**src/fsup_pkg.sv**
```systemverilog
`timescale 1ns / 1ps
// fsup_pkg: shared types, codes and the action mapping function for the
// failsafe event supervisor; no dependencies
package fsup_pkg;

  localparam int EVT_W     = 8;
  localparam int TIME_W    = 32;
  localparam int TMO_W     = 20;
  localparam int ACT_W     = 3;
  localparam int REQ_W     = 3;
  localparam int MODE_W    = 2;
  localparam int CFG_IDX_W = 3;
  localparam int CFG_DAT_W = 20;
  localparam int IN_TDATA_W  = 56;
  localparam int OUT_TDATA_W = 16;

  localparam logic [EVT_W-1:0] EVT_THROTTLE = 8'h01;
  localparam logic [EVT_W-1:0] EVT_GCS      = 8'h02;

  localparam logic [TMO_W-1:0] TIMEOUT_RST = 20'd1500;

  typedef enum logic [ACT_W-1:0] {
    ACT_NONE          = 3'd0,
    ACT_RTL           = 3'd1,
    ACT_HOLD          = 3'd2,
    ACT_SMARTRTL      = 3'd3,
    ACT_SMARTRTL_HOLD = 3'd4,
    ACT_TERMINATE     = 3'd5,
    ACT_LOITER_HOLD   = 3'd6
  } action_t;

  typedef enum logic [REQ_W-1:0] {
    REQ_NONE     = 3'd0,
    REQ_SMARTRTL = 3'd1,
    REQ_RTL      = 3'd2,
    REQ_HOLD     = 3'd3,
    REQ_LOITER   = 3'd4
  } mode_req_t;

  typedef enum logic [MODE_W-1:0] {
    VEH_OTHER = 2'd0,
    VEH_AUTO  = 2'd1,
    VEH_RTL   = 2'd2,
    VEH_HOLD  = 2'd3
  } veh_mode_t;

  typedef enum logic [CFG_IDX_W-1:0] {
    REG_FAILSAFE_ACTION = 3'd0,
    REG_TIMEOUT_MS      = 3'd1,
    REG_THR_CONTINUE    = 3'd2,
    REG_GCS_CONTINUE    = 3'd3,
    REG_ACTIVE_IN_HOLD  = 3'd4
  } cfg_reg_t;

  typedef struct packed {
    logic [EVT_W-1:0]  event_mask;
    logic              event_on;
    logic [TIME_W-1:0] now_ms;
    logic [MODE_W-1:0] current_mode;
    logic [ACT_W-1:0]  battery_action;
    logic              smartrtl_ok;
    logic              rtl_ok;
    logic              loiter_ok;
  } evt_item_t;

  typedef struct packed {
    logic [REQ_W-1:0] mode_request;
    logic             disarm;
  } act_out_t;

  typedef struct packed {
    logic [REQ_W-1:0] mode_request;
    logic             disarm;
    logic             fired;
    logic             cleared;
    logic             continue_auto;
    logic [EVT_W-1:0] active_mask;
  } result_t;

  function automatic act_out_t map_action(input logic [ACT_W-1:0] act,
                                          input logic s_ok,
                                          input logic r_ok,
                                          input logic l_ok);
    act_out_t o;
    o.mode_request = REQ_NONE;
    o.disarm       = 1'b0;
    case (act)
      ACT_RTL:           o.mode_request = r_ok ? REQ_RTL : REQ_HOLD;
      ACT_HOLD:          o.mode_request = REQ_HOLD;
      ACT_SMARTRTL:      o.mode_request = s_ok ? REQ_SMARTRTL
                                               : (r_ok ? REQ_RTL : REQ_HOLD);
      ACT_SMARTRTL_HOLD: o.mode_request = s_ok ? REQ_SMARTRTL : REQ_HOLD;
      ACT_TERMINATE:     o.disarm = 1'b1;
      ACT_LOITER_HOLD:   o.mode_request = l_ok ? REQ_LOITER : REQ_HOLD;
      default:           o.mode_request = REQ_NONE;
    endcase
    return o;
  endfunction

endpackage

```
**src/failsafe_event_supervisor.sv**
```systemverilog
`timescale 1ns / 1ps
// failsafe_event_supervisor: an input transaction passes the input register, then
// the result register, before the result is valid; throughput one transaction
// per cycle while out_tready does not stall the result register.
// rst_n (synchronous, active low) clears event state, start time, pipeline
// valids and loads the register defaults. depends on fsup_pkg
module failsafe_event_supervisor
  import fsup_pkg::*;
(
  input  logic                    clk,
  input  logic                    rst_n,
  input  logic                    in_tvalid,
  output logic                    in_tready,
  // event_mask, event_on, now_ms, current_mode, battery_action,
  // smartrtl_ok, rtl_ok, loiter_ok, zero pad
  input  logic [IN_TDATA_W-1:0]   in_tdata,
  // kind
  input  logic                    in_tuser,
  output logic                    out_tvalid,
  input  logic                    out_tready,
  // mode_request, disarm, fired, cleared, continue_auto, active_mask, zero pad
  output logic [OUT_TDATA_W-1:0]  out_tdata,
  input  logic                    cfg_valid,
  output logic                    cfg_ready,
  input  logic [CFG_IDX_W-1:0]    cfg_index,
  input  logic [CFG_DAT_W-1:0]    cfg_data
);

  logic              s1_valid_r;
  logic              s1_kind_r;
  evt_item_t         s1_item_r;
  logic              out_valid_r;
  result_t           out_res_r;
  logic [EVT_W-1:0]  active_r, active_nxt;
  logic [EVT_W-1:0]  trig_r, trig_nxt;
  logic [TIME_W-1:0] start_r, start_nxt;
  logic [ACT_W-1:0]  cfg_action_r;
  logic [TMO_W-1:0]  cfg_timeout_r;
  logic              cfg_thr_cont_r;
  logic              cfg_gcs_cont_r;
  logic              cfg_in_hold_r;

  logic              s1_adv;
  logic              in_acc;
  evt_item_t         in_item;
  result_t           res_nxt;
  act_out_t          batt_act;
  act_out_t          fs_act;
  logic [EVT_W-1:0]  upd_mask;
  logic [EVT_W-1:0]  trig_kept;
  logic [TIME_W-1:0] start_eff;
  logic [TIME_W-1:0] elapsed;
  logic              fire;
  logic              cont;

  assign in_item = '{
    event_mask:     in_tdata[7:0],
    event_on:       in_tdata[8],
    now_ms:         in_tdata[40:9],
    current_mode:   in_tdata[42:41],
    battery_action: in_tdata[45:43],
    smartrtl_ok:    in_tdata[46],
    rtl_ok:         in_tdata[47],
    loiter_ok:      in_tdata[48]
  };

  assign s1_adv    = s1_valid_r && (!out_valid_r || out_tready);
  assign in_tready = !s1_valid_r || s1_adv;
  assign in_acc    = in_tvalid && in_tready;
  assign cfg_ready = 1'b1;

  always_ff @(posedge clk) begin
    if (!rst_n) begin
      s1_valid_r <= 1'b0;
    end else if (in_tready) begin
      s1_valid_r <= in_tvalid;
    end
  end

  always_ff @(posedge clk) begin
    if (in_acc) begin
      s1_item_r <= in_item;
      s1_kind_r <= in_tuser;
    end
  end

  always_comb begin
    upd_mask  = s1_item_r.event_on ? (active_r | s1_item_r.event_mask)
                                   : (active_r & ~s1_item_r.event_mask);
    start_eff = (active_r == '0 && upd_mask != '0) ? s1_item_r.now_ms : start_r;
    trig_kept = trig_r & upd_mask;
    elapsed   = s1_item_r.now_ms - start_eff;
    fire      = trig_kept == '0 && upd_mask != '0 &&
                elapsed > {{(TIME_W-TMO_W){1'b0}}, cfg_timeout_r} &&
                s1_item_r.current_mode != VEH_RTL &&
                (s1_item_r.current_mode != VEH_HOLD || cfg_in_hold_r);
    cont      = s1_item_r.current_mode == VEH_AUTO &&
                ((s1_item_r.event_mask == EVT_THROTTLE && cfg_thr_cont_r) ||
                 (s1_item_r.event_mask == EVT_GCS && cfg_gcs_cont_r));
    batt_act  = map_action(s1_item_r.battery_action, s1_item_r.smartrtl_ok,
                           s1_item_r.rtl_ok, s1_item_r.loiter_ok);
    fs_act    = map_action(cfg_action_r, s1_item_r.smartrtl_ok,
                           s1_item_r.rtl_ok, s1_item_r.loiter_ok);

    active_nxt = active_r;
    trig_nxt   = trig_r;
    start_nxt  = start_r;
    res_nxt    = '0;
    if (s1_kind_r) begin
      res_nxt.mode_request = batt_act.mode_request;
      res_nxt.disarm       = batt_act.disarm;
      res_nxt.active_mask  = active_r;
    end else begin
      active_nxt          = upd_mask;
      start_nxt           = start_eff;
      trig_nxt            = fire ? upd_mask : trig_kept;
      res_nxt.cleared     = trig_r != '0 && upd_mask == '0;
      res_nxt.active_mask = upd_mask;
      if (fire) begin
        res_nxt.fired         = 1'b1;
        res_nxt.continue_auto = cont;
        if (!cont) begin
          res_nxt.mode_request = fs_act.mode_request;
          res_nxt.disarm       = fs_act.disarm;
        end
      end
    end
  end

  always_ff @(posedge clk) begin
    if (!rst_n) begin
      active_r <= '0;
      trig_r   <= '0;
      start_r  <= '0;
    end else if (s1_adv) begin
      active_r <= active_nxt;
      trig_r   <= trig_nxt;
      start_r  <= start_nxt;
    end
  end

  always_ff @(posedge clk) begin
    if (!rst_n) begin
      out_valid_r <= 1'b0;
    end else if (s1_adv) begin
      out_valid_r <= 1'b1;
    end else if (out_tready) begin
      out_valid_r <= 1'b0;
    end
  end

  always_ff @(posedge clk) begin
    if (s1_adv) begin
      out_res_r <= res_nxt;
    end
  end

  always_ff @(posedge clk) begin
    if (!rst_n) begin
      cfg_action_r   <= ACT_HOLD;
      cfg_timeout_r  <= TIMEOUT_RST;
      cfg_thr_cont_r <= 1'b0;
      cfg_gcs_cont_r <= 1'b0;
      cfg_in_hold_r  <= 1'b0;
    end else if (cfg_valid && cfg_ready) begin
      case (cfg_index)
        REG_FAILSAFE_ACTION: cfg_action_r   <= cfg_data[ACT_W-1:0];
        REG_TIMEOUT_MS:      cfg_timeout_r  <= cfg_data[TMO_W-1:0];
        REG_THR_CONTINUE:    cfg_thr_cont_r <= cfg_data[0];
        REG_GCS_CONTINUE:    cfg_gcs_cont_r <= cfg_data[0];
        REG_ACTIVE_IN_HOLD:  cfg_in_hold_r  <= cfg_data[0];
        default:             cfg_in_hold_r  <= cfg_in_hold_r;
      endcase
    end
  end

  assign out_tvalid = out_valid_r;
  assign out_tdata  = {1'b0, out_res_r.active_mask, out_res_r.continue_auto,
                       out_res_r.cleared, out_res_r.fired, out_res_r.disarm,
                       out_res_r.mode_request};

`ifndef SYNTHESIS
  // a firing transaction always leaves some event bit active
  a_fire_active: assert property (@(posedge clk) disable iff (!rst_n)
    out_valid_r && out_res_r.fired |-> out_res_r.active_mask != '0)
    else $error("fired with empty active mask");

  a_fire_clear: assert property (@(posedge clk) disable iff (!rst_n)
    out_valid_r |-> !(out_res_r.fired && out_res_r.cleared))
    else $error("fired and cleared together");

  a_cont_fired: assert property (@(posedge clk) disable iff (!rst_n)
    out_valid_r && out_res_r.continue_auto |->
      out_res_r.fired && !out_res_r.disarm && out_res_r.mode_request == REQ_NONE)
    else $error("continue without fire or with action");

  // triggered bits never exceed the active set
  a_trig_subset: assert property (@(posedge clk) disable iff (!rst_n)
    (trig_r & ~active_r) == '0)
    else $error("triggered bit not active");

  a_rst_empty: assert property (@(posedge clk)
    !rst_n |=> !out_valid_r && !s1_valid_r)
    else $error("pipeline valid after reset");
`endif

endmodule
```
**config.mk**
```make
export PLATFORM = sky130hd
export DESIGN_NAME = failsafe_event_supervisor
export DESIGN_NICKNAME = d
export VERILOG_FILES = /design/src/fsup_pkg.sv /design/src/failsafe_event_supervisor.sv
export SDC_FILE = /design/constraint.sdc
export NUM_CORES = 1
export LEC_CHECK = 0
export BUFFER_PORTS_ARGS = -buffer_cell sky130_fd_sc_hd__buf_2
export CORE_ASPECT_RATIO = 0.7
export CORE_UTILIZATION = 35
export DETAILED_ROUTE_END_ITERATION = 8
export MAX_ROUTING_LAYER = met4
export REMOVE_ABC_BUFFERS = 1
export SKIP_CTS_REPAIR_TIMING = 1
export SYNTH_ARGS = -nofsm -noshare
export SYNTH_HDL_FRONTEND = slang
export SYNTH_SLANG_ARGS = --single-unit
```
**constraint.sdc**
```tcl
create_clock -name clk -period 6.1 [get_ports clk]
set_input_delay 0.305 -clock clk [delete_from_list [all_inputs] [get_ports clk]]
set_output_delay 0.305 -clock clk [all_outputs]
set_load 0.005 [all_outputs]
```
-- Yosys cells after proc, flatten, opt, wreduce, memory -nomap -nowiden
Index checks and enable logic that the tools add are counted.
- add/subtract/negate cells: 1
- $lt $le $gt $ge: 1
- eq/ne operators: 21
- multiplexer cells: 17
- bitwise gates (word level): 6
- reductions and logical operators: 31
- operators by type and width (kind ; number):
    $gt A32 B20 Y1 ; 1
    $mux W32 ; 1
    $sub A32 B32 Y32 ; 1
    $pmux W3 S5 ; 2
    $logic_not A8 Y1 ; 3
    $mux W8 ; 3
    $eq A3 B3 Y1 const B ; 7
    $eq A3 B2 Y1 const B ; 6
    $and A8 B8 Y8 ; 2
    $reduce_bool A8 Y1 ; 2
    $reduce_and A2 Y1 ; 6
    $logic_and A1 B1 Y1 ; 11
    $eq A3 B1 Y1 const B ; 3
    $eq A8 B1 Y1 const B ; 1
    $eq A8 B2 Y1 const B ; 1
    $mux W4 ; 2
    $not A8 Y8 ; 1
    $or A8 B8 Y8 ; 1
    $mux W1 ; 5
    $mux W5 ; 1
    $logic_or A1 B1 Y1 ; 4
    $mux W2 ; 2
    $ne A2 B2 Y1 const B ; 2
    $logic_not A3 Y1 ; 1
    other kinds (6) ; 8
- register bits: 141
- bits of input ports: 85
- output and inout bits: 19
- logic and storage cells: 102

-- Longest topological paths before layout
Gate-level depths: netlist (run 1).
- depth after elaboration: 13
- depth in mapped cells: 26
- mapped depth without buffers: 25

-- Least setup slack after synthesis (run 1)
No wires, ideal clock.
- path kind: reg2reg
- from: register s1_item_r[44] in the netlist's numbering
- to: register out_res_r (netlist bit out_tdata[0]), data pin
- library setup time: 0.268 ns
- arrival: 5.391 ns
- data required time: 5.832 ns
- slack: 0.441 ns
- stages on the path, launching flop included: 25
- buffers on the path: 2
- period minus slack after synthesis: 5.659 ns
- cells stage by stage: edfxtp_1 > or4_4 > o31ai_4 > a31oi_1 > buf_6 > clkbuf_1 > mux2i_1 > ha_1 > a21o_1 > a221o_1 > a21oi_1 > nor2b_1 > o21ai_0 > nand2b_1 > a21oi_1 > xnor2_1 > ha_1 > nand4_1 > nor4_1 > a21boi_0 > o41a_1 > a2111oi_0 > nand3b_1 > nor4_4 > o31ai_1
- RTL lines (element ; line ; RTL):
    from (decl) ; failsafe_event_supervisor.sv:31 ; evt_item_t s1_item_r;
    from (signal assigned) ; failsafe_event_supervisor.sv:82 ; s1_item_r <= in_item;
    to (signal assigned) ; failsafe_event_supervisor.sv:154 ; out_res_r <= res_nxt;
    to (decl) ; failsafe_event_supervisor.sv:33 ; result_t out_res_r;

==> metrics, run 1 <==
run status=completed; Chip Width=~180 microns; Post-Layout Cell Count=about 1300; r2r setup slk=between 150 and 200 ps; hold depth=1; pwr dens=303.5 nW/um^2; fin nets=1113; Yosys cell types=72; Top FF cell, synth=dfxtp_1; final setup violating endpoints=0; grt total ovfl=0; clock-pin slew on the worst setup and hold paths=approximately 70 ps; Core Util, Final=a little over two fifths; Slew Limit Fails=0; RSZ-0062 raised after global routing=true; initial antenna violation count=1; Initial Util=35.82%; vias per inst=5.245; worst path arrival time=a little over 6000 ps; post-synth top area cell=edfxtp_1; largest family of logic cells by synthesized area=compound AO/OA/AOI/OAI gates; worst vdd ir=207.6 uV; Post-Syn Area=around 8000 sq um; DRC=0; adder-cell share of the synthesized area=8.215%; CTS root buf=clkbuf_16; Static Leak=approximately 4.2 nW; WP buf/inv=2; CTS tree=yes; largest net degree at the start of global routing=73; vias=just under 7000; total CTS buffers=17; mux contribution to synthesized area=between 5 and 6%; Die Area=about 24000 sq um; CP Capture Type=flip-flop; Post-Synth Simple-Gate Area=about 17%; sequential-to-total area share from yosys stat=roughly 43%; top post-synthesis cells by area=edfxtp_1, dfxtp_1, ha_1; Post-Layout Inst Area=slightly below 10000 sq um; Hold Slack=around 37 ps; CP Class=reg -> reg; pre-CTS WS=between 3 and 4 ps; family with the most delay on the worst path=compound AO/OA/AOI/OAI gates; Synth Warn #=0; cell depth of the worst setup path=25; post-synth top area share=23.91%; MaxCap Viol Count=0; H-tree depth=4; crit path time final=roughly 5900 ps; core region area=around 23000 sq um; DR iter-0 viols=roughly 420; FF-to-FF path depth=25; final clock skew=about 7.6 ps; FMAX=around 170 MHz; Synth Area in Compound Gates=about a fifth; FP Rows=46; placed wire-length estimate=between 10 and 15 mm; worst-path maximum fanout=6; IO buf count=94; drt wl/cell=15.45 microns; Crit path largest cell delay=between 500 and 600 ps; Tcrit/Tclk final=~97%; DP Area=9136 sq um; Area Growth Syn to Fin=20.58%; clock buffer depth=2; Synth Register Bits=141; startpoint types=flip-flop; insertion delay to the later sink of the worst-skew pair=~440 ps; Fin. Hold Viols=0; Worst-Margin Slew=between 900 and 1000 ps; CP required=6280 ps; Worst path slowest cell=or4_4; GPL Wtd Cong=between 0.8 and 0.9; HP Class=in -> reg; Post-synth ARST share=0%; GRT Total Usage=approximately 18%; vias in the first global route=around 6300; CTS sink count=141; layout cell share with drive strength beyond 1=20.24%; Die Y=between 100 and 150 microns; synthesized instance count=863; EDFF count, synth=65; I/O pin cnt=around 100; first-pass GRT wire length=32.30 mm; antenna-violating nets left=0; final worst setup slack=around 190 ps; XOR/XNOR share of the synthesized area=between 2 and 2.5%; Initial DRT Pass Iterations=5; final wirelength=~20 mm; synthesized area per cell=between 9 and 10 sq um; relative slew slack=a little under two fifths; Post-Place Cells=~1300
-- worst paths after layout --
check                      from             to
setup / recovery  s1_item_r[44]   out_tdata[1]
hold / removal     in_tdata[39]  s1_item_r[38]
setup reg to reg  s1_item_r[44]   out_tdata[1]
hold reg to reg       trig_r[6]      trig_r[6]
-- worst register-to-register path, stage by stage (launching register included) --
cell and delay, ps:
edfxtp_1 380, or4_4 580, o31ai_4 310, a31oi_4 160, mux2_4 260, ha_4 130, inv_2 40, fa_2 350
a21o_1 200, a221o_1 390, a21oi_2 170, nor2b_2 60, o21ai_1 140, nand2b_1 80, a21oi_2 140, xnor2_1 90
ha_1 310, nand4_1 180, nor4_4 370, a22o_1 220, o2111a_1 200, nand2b_1 60, a211o_1 300, nor4_4 290
buf_6 170, o31ai_1 80
-- flip-flops by register name, indices dropped and copies added (netlist names) --
| signal | count |
|---|---|
| cfg_action_r | 3 |
| cfg_thr_cont_r | 1 |
| out_tdata | 15 |
| s1_valid_r | 1 |
| trig_r | 8 |
| active_r | 8 |
| cfg_timeout_r | 20 |
| out_tvalid | 1 |
| cfg_in_hold_r | 1 |
| start_r | 32 |
| cfg_gcs_cont_r | 1 |
| s1_item_r | 49 |
| s1_kind_r | 1 |
-- power breakdown --
part / total (mW) / switching [mW] / internal (mW) / leakage [nW]
logic: 0.900 / 0.520 / 0.380 / 2.64
clock network: 1.02 / 0.433 / 0.586 / 0.286
registers: 1.07 / 0.0296 / 1.04 / 1.25
total: 2.99 / 0.982 / 2.01 / 4.18
-- cells in the final DEF (no fill, tap or decap), types with 6 or more instances in the layout --
cell type,synthesis,routed
a21boi_0,22,22
o211ai_1,13,13
nor4_1,9,7
a21o_1,11,11
or3_1,6,6
nand4_1,19,19
o21a_1,7,7
nor2_1,45,44
ha_1,52,50
and3_1,7,7
clkbuf_16,0,19
a21oi_1,60,58
buf_2,0,94
nand3_1,19,19
nor3_1,6,6
nor2b_1,17,16
mux2i_1,40,39
dfxtp_1,76,76
nand2_1,127,127
inv_1,39,38
xnor2_1,11,11
buf_4,2,36
edfxtp_1,65,65
o211a_1,30,30
xor2_1,9,9
o21ai_0,36,33
-- Yosys cell counts (3+ instances only) --
library cell / instances
a221oi_1: 3
nand3_1: 19
ha_1: 52
a21boi_0: 22
o21ai_0: 36
o31ai_1: 3
xnor2_1: 11
mux2i_1: 40
nor2b_1: 17
nor3b_1: 4
clkbuf_1: 34
dfxtp_1: 76
nand3b_1: 5
mux2_2: 6
nor2_1: 45
nand2b_1: 4
a21oi_1: 60
o21a_1: 7
nand4_1: 19
nor3_1: 6
a31oi_1: 4
nand2_1: 127
or4_1: 3
o211a_1: 30
o211ai_1: 13
xor2_1: 9
a211oi_1: 4
o21ai_1: 3
nor4_1: 9
a21o_1: 11
and2_1: 4
a22oi_1: 3
inv_1: 39
and3_1: 7
a31o_2: 5
or3_1: 6
a2111oi_0: 5
o2111ai_1: 3
edfxtp_1: 65
-- routing by layer --
metal  wire length, microns  vias to the layer above  share of wire, %  global-route usage (%)
met5                      0                        -                 0                       -
met4                    239                        0               1.2                   6.275
met3                   1153                       15               5.7                   3.852
met2                   7882                      174                39                   24.28
met1                  10830                     3217                54                   25.99
li1                       -                     3418                 -                       -
-- through the flow --
step                      setup TNS, ps  power (mW)
after floorplan                  -23350       1.692
after CTS                        -100.7       2.971
after global placement                0       1.941
after global routing              -1398       3.170
final                                 0       2.988
after detailed placement              0       1.943
-- area by class of cell --
type | count | area, sq um
Antenna cell | 1 | 2.502
Clock buffer | 20 | 489.2
Clock inverter | 12 | 95.09
Fill cell | 2282 | 12950
Inverter | 40 | 150.1
Multi-Input combinational cell | 643 | 4481
Sequential cell | 141 | 3473
Tap cell | 312 | 390.4
Timing Repair Buffer | 132 | 763.2
-- logic make-up after synthesis --
| group | count (synthesis) |
|---|---|
| multiplexers | 46 |
| AO/OA/AOI/OAI | 237 |
| flip-flops | 141 |
| other | 2 |
| adder cells (fa/ha/maj) | 53 |
| buffers and inverters | 79 |
| XOR/XNOR | 20 |
| AND/OR/NAND/NOR | 285 |
Note: power is estimated with default switching activity, not from simulation.
==> inputs of run 2 (changes only) <==
--- a/config.mk
+++ b/config.mk
@@ -10,7 +10,6 @@
 export CORE_UTILIZATION = 35
 export DETAILED_ROUTE_END_ITERATION = 8
 export MAX_ROUTING_LAYER = met4
-export REMOVE_ABC_BUFFERS = 1
 export SKIP_CTS_REPAIR_TIMING = 1
 export SYNTH_ARGS = -nofsm -noshare
 export SYNTH_HDL_FRONTEND = slang
==> metrics, run 2 (synthesis results as in run 1) <==
run status=completed; worst path arrival time=6120 ps (+40 ps); Tcrit/Tclk final=95.22% (-1.6 points); final setup violating endpoints=0 (unchanged); vias per inst=5.218 (-0.52%); Slew Limit Fails=0 (unchanged); Worst-Margin Slew=946.5 ps (+5.303 ps); worst-path maximum fanout=13 (+7); HP Class=in -> reg; total CTS buffers=17 (unchanged); Largest Register=s1_item_r; placed wire-length estimate=15.04 mm (+2.2%); Initial DRT Pass Iterations=4 (-1); Area Growth Syn to Fin=20.75%; H-tree depth=4 (unchanged); largest net degree at the start of global routing=73 (unchanged); DR iter-0 viols=407 (-3.8%); RSZ-0062 raised after global routing=false; CP Class=reg -> reg; antenna-violating nets left=0 (unchanged); startpoint types=flip-flop; final wirelength=20.65 mm (+2.7%); worst vdd ir=200.3 uV (-3.5%); Final TNS setup=0 ps (unchanged); GRT Total Usage=18.26% (+0.29 points); grt total ovfl=0 (unchanged); Fin. Hold Viols=0 (unchanged); Static Leak=4.170 nW (-0.13%); CTS sink count=141 (unchanged); CTS root buf=clkbuf_16; Initial Util=35.82% (unchanged); FMAX=172.2 MHz (+1.7%); syn nets=1001; first-pass GRT wire length=32.57 mm (+0.84%); clock buffer depth=2 (unchanged); insertion delay to the later sink of the worst-skew pair=440 ps (about the same); initial antenna violation count=2 (+1); pwr dens=309.3 nW/um^2 (+1.9%); GPL Wtd Cong=0.9133 (+4.6%); DRC=0 (unchanged); max reg flops=49 (unchanged); clock-pin slew on the worst setup and hold paths=70 ps (about the same); drt wl/cell=15.91 microns (+2.9%); Die Area=23950 sq um (unchanged); final clock skew=11.72 ps (+4.088 ps); vias in the first global route=6259 (-0.032%); core region area=22790 sq um (unchanged); fin nets=1109 (-0.36%); CTS tree=yes; r2r setup slk=290 ps (+100 ps); crit path time final=5808 ps (-97.29 ps); Chip Width=184.5 microns (unchanged); FP Rows=46 (unchanged); most frequent cells in the layout=nand2_1, buf_2, dfxtp_1; MaxCap Viol Count=0 (unchanged); Die Y=129.8 microns (unchanged); CP required=6410 ps (+130 ps); most common cell after layout, fill and taps aside=nand2_1; vias=6773 (-0.75%); CP Capture Type=flip-flop; Crit path largest cell delay=580 ps (about the same); relative slew slack=36.90% (-0.35 points); Worst path slowest cell=or4_4; WP buf/inv=2 (unchanged); family with the most delay on the worst path=compound AO/OA/AOI/OAI gates; top flop regs=s1_item_r (49), start_r (32), cfg_timeout_r (20); Final Power=3.049 mW (+2.0%); I/O pin cnt=104 (unchanged); layout cell share with drive strength beyond 1=19.92% (-0.32 points); IO buf count=94 (unchanged)
[run 2: cell count changes in the layout (fill, tap and decap cells not counted), moves of 2 or more]
cell	change
bufinv_16	+2
o21ai_1	-2
inv_8	+2
buf_4	-3
o21ai_0	+3
clkbuf_16	-2
ha_1	+2
clkinv_4	-3
[run 2: area by class of cell]
class	count	area, sq um
Fill cell	2272	12930
Timing Repair Buffer	128	729.5
Antenna cell	2	5.005
Inverter	40	150.1
Clock inverter	13	155.1
Clock buffer	19	442.9
Multi-Input combinational cell	643	4512
Sequential cell	141	3473
Tap cell	312	390.4
[run 2: where the power goes]
group	internal [mW]	switching (mW)
clock network	0.624	0.439
logic	0.381	0.536
registers	1.04	0.0288
[run 2: stage by stage]
| step | cells | hold slack [ps] | util [%] | setup WS (ps) | instance area, sq um |
|---|---|---|---|---|---|
| CTS | 1292 | 20.42 | 42.58 | 43.09 | 9704 |
| global route | 1298 | 14.74 | 43.25 | 5.265 | 9858 |
| floorplan | 863 | 403.9 | - | 440.8 | 8164 |
| finish | 1298 | 37.35 | 43.25 | 291.7 | 9858 |
| detailed placement | 1260 | 456.8 | 39.95 | 60.58 | 9106 |
| global placement | 1260 | 454.4 | 39.95 | 186.0 | 9106 |
[run 2: path summary, 6_finish.rpt]
path / endpoint / startpoint / cells after the start
worst min-delay path: s1_item_r[12] / in_tdata[13] / 1
worst max-delay path: trig_r[2] / s1_item_r[44] / 25
worst max register to register: trig_r[2] / s1_item_r[44] / 25
worst min register to register: trig_r[1] / trig_r[1] / 2
[run 2: metal layers]
layer  share of wire, %  vias up  wire (microns)  track usage (%)
li1                   -     3418               -                -
met4               0.99        0             205            4.657
met5                  0        -               0                -
met1                 53     3174           10990            25.83
met3                5.8       15            1191            4.466
met2                 40      166            8255            25.75
==> inputs of run 3 (changes only) <==
--- a/config.mk
+++ b/config.mk
@@ -6,10 +6,15 @@
 export NUM_CORES = 1
 export LEC_CHECK = 0
 export BUFFER_PORTS_ARGS = -buffer_cell sky130_fd_sc_hd__buf_2
+export CELL_PAD_IN_SITES_DETAIL_PLACEMENT = 1
+export CELL_PAD_IN_SITES_GLOBAL_PLACEMENT = 2
 export CORE_ASPECT_RATIO = 0.7
-export CORE_UTILIZATION = 35
+export CORE_UTILIZATION = 33
 export DETAILED_ROUTE_END_ITERATION = 8
+export GPL_ROUTABILITY_DRIVEN = 0
+export GPL_TIMING_DRIVEN = 0
 export MAX_ROUTING_LAYER = met4
+export PLACE_DENSITY_LB_ADDON = 0.1
 export SKIP_CTS_REPAIR_TIMING = 1
 export SYNTH_ARGS = -nofsm -noshare
 export SYNTH_HDL_FRONTEND = slang
==> metrics, run 3 (synthesis results as in run 1) <==
FF-to-FF path depth=25 (unchanged); HP Class=in -> reg; worst path arrival time=6440 ps (+320 ps); total CTS buffers=17 (unchanged); Die Area=25380 sq um (+6.0%); CTS root buf=clkbuf_16; top flop regs=s1_item_r (49), start_r (32), cfg_timeout_r (20); Worst-Margin Slew=973.9 ps (+27.42 ps); drt wl/cell=19.01 microns (+20%); hold-critical path endpoint=s1_item_r[32]; Area Growth Syn to Fin=24.00%; placed wire-length estimate=19.21 mm (+28%); most common cell after layout, fill and taps aside=nand2_1; max reg flops=49 (unchanged); vias in the first global route=7032 (+12%); first-pass GRT wire length=39.17 mm (+20%); fill count=2760 (+21%); initial antenna violation count=1 (-1); MaxCap Viol Count=0 (unchanged); FMAX=163.4 MHz (-5.1%); Post-Place Cells=1276 (+1.3%); failing checks=negative setup slack; Final TNS setup=-53.60 ps (-53.60 ps); clock-pin slew on the worst setup and hold paths=70 ps (about the same); GRT Total Usage=20.94% (+2.7 points); DR iter-0 viols=331 (-19%); Chip Width=190.0 microns (+3.0%); fin nets=1130 (+1.9%); Slew Limit Fails=0 (unchanged); antenna-violating nets left=0 (unchanged); relative slew slack=33.39% (-3.5 points); I/O pin cnt=104 (unchanged); worst vdd ir=213.7 uV (+6.7%); final worst setup slack=-20.24 ps (-312.0 ps); Static Leak=4.165 nW (-0.12%); CP Class=reg -> reg; IO buf count=93 (-1.1%); worst-path maximum fanout=8 (-5); Post-Layout Cell Count=1323 (+1.9%); core region area=23930 sq um (+5.0%); Largest Register=s1_item_r; Initial Util=34.11% (-1.7 points); worst r2r dst=trig_r[1]; CP Capture Type=flip-flop; run status=finished, violations left; FP Rows=47 (+2.2%); syn nets=1001 (unchanged); hold_sp=in_tdata[33]; Most common cell on crit path=nand4_1; ant diodes=0 (-2); cell depth of the worst setup path=25 (unchanged); final clock skew=7.743 ps (-3.975 ps); startpoint types=flip-flop; final setup violating endpoints=6 (+6); Tcrit/Tclk final=100.3% (+5.1 points); Crit path largest cell delay=550 ps (-30 ps); family with the most delay on the worst path=simple AND/OR/NAND/NOR gates; CTS tree=yes; Worst path slowest cell=or4_4; vias=7001 (+3.4%); insertion delay to the later sink of the worst-skew pair=440 ps (about the same); CP required=6420 ps (about the same); layout cell share with drive strength beyond 1=21.49% (+1.6 points); most frequent cells in the layout=nand2_1, buf_2, dfxtp_1; final wirelength=25.15 mm (+22%); hold depth=1 (unchanged); vias per inst=5.292 (+1.4%); DRC=0 (unchanged); WP buf/inv=4 (+2); crit path time final=6120 ps (+312.0 ps); Fin. Hold Viols=0 (unchanged); grt total ovfl=0 (unchanged); r2r setup slk=-20 ps (-310 ps); clock buffer depth=2 (unchanged); largest net degree at the start of global routing=28 (-62%); RSZ-0062 raised after global routing=true; pwr dens=310.2 nW/um^2 (+0.30%); R2R Path Start=s1_item_r[47]; CTS sink count=141 (unchanged); Die Y=133.6 microns (+2.9%); Initial DRT Pass Iterations=6 (+2); H-tree depth=4 (unchanged)
-- run 3: cell types whose count changed in the layout (fill, tap and decap cells not counted), sizes merged --
cell | before | now
clkbuf | 19 | 48
buf | 128 | 118
clkinv | 3 | 6
inv | 46 | 43
diode | 2 | 0
bufinv | 2 | 3
clkinvlp | 2 | 3
-- run 3: worst max path at each step --
stage	to	start	slack [ps]
detailed placement	out_tdata[3]	s1_item_r[44]	-1010
global route	trig_r[1]	s1_item_r[46]	-290
finish	trig_r[1]	s1_item_r[47]	-20
floorplan	out_tdata[0]	s1_item_r[44]	440
global placement	out_tdata[2]	s1_item_r[44]	-970
CTS	out_tdata[3]	s1_item_r[44]	-1170
-- run 3: metal layers --
layer  vias up  part of all wire (%)  track usage (%)
li1       3456                     -                -
met4         0                  0.92            5.108
met1      3419                    54            30.64
met3        15                   3.3            3.899
met2       111                    42            29.26
met5         -                     0                -
-- run 3: final cells by class --
cell class,instances,area [sq um],share of cell area [%]
Sequential cell,141,3473,34.31
Buffer,37,162.7,1.607
Multi-Input combinational cell,643,4683,46.26
Inverter,40,150.1,1.483
Clock buffer,17,425.4,4.202
Timing Repair Buffer,112,644.4,6.365
Tap cell,318,397.9,3.930
Clock inverter,15,186.4,1.842
-- run 3: stage by stage --
| stage | setup slack, ps | area [sq um] | power (mW) | utilization, % | hold slack, ps |
|---|---|---|---|---|---|
| 2_1_floorplan | 440.8 | 8164 | 1.696 | - | 403.9 |
| 3_3_place_gp | -967.1 | 9027 | 1.947 | 37.72 | 455.7 |
| 3_5_place_dp | -1008 | 9066 | 1.959 | 37.88 | 460.5 |
| 4_1_cts | -1169 | 9678 | 3.084 | 40.44 | 5.275 |
| 5_1_grt | -292.5 | 10120 | 3.319 | 42.30 | 16.49 |
| 6_report | -20.24 | 10120 | 3.140 | 42.30 | 32.64 |
-- run 3: where the power goes --
part           switching, mW  total [mW]  internal (mW)
registers             0.0326        1.07           1.04
logic                  0.567       0.967          0.400
clock network          0.453        1.10          0.648
total                   1.05        3.14           2.09
-- run 3: worst register-to-register path, stage by stage, from the launching register on --
cell	delay (ps)
edfxtp_1	470
or4_4	550
o31ai_4	260
a31oi_2	140
buf_6	180
mux2_4	230
ha_4	160
inv_2	40
fa_2	330
a21o_1	180
a221o_1	360
buf_4	170
nand4_1	180
nand2_2	90
xor2_1	160
ha_1	320
nand4_1	230
nor2_1	90
o2bb2ai_2	130
o41a_1	450
or3_1	380
nor4_2	310
nand4_1	180
o21ai_4	190
buf_12	150
a21oi_1	70
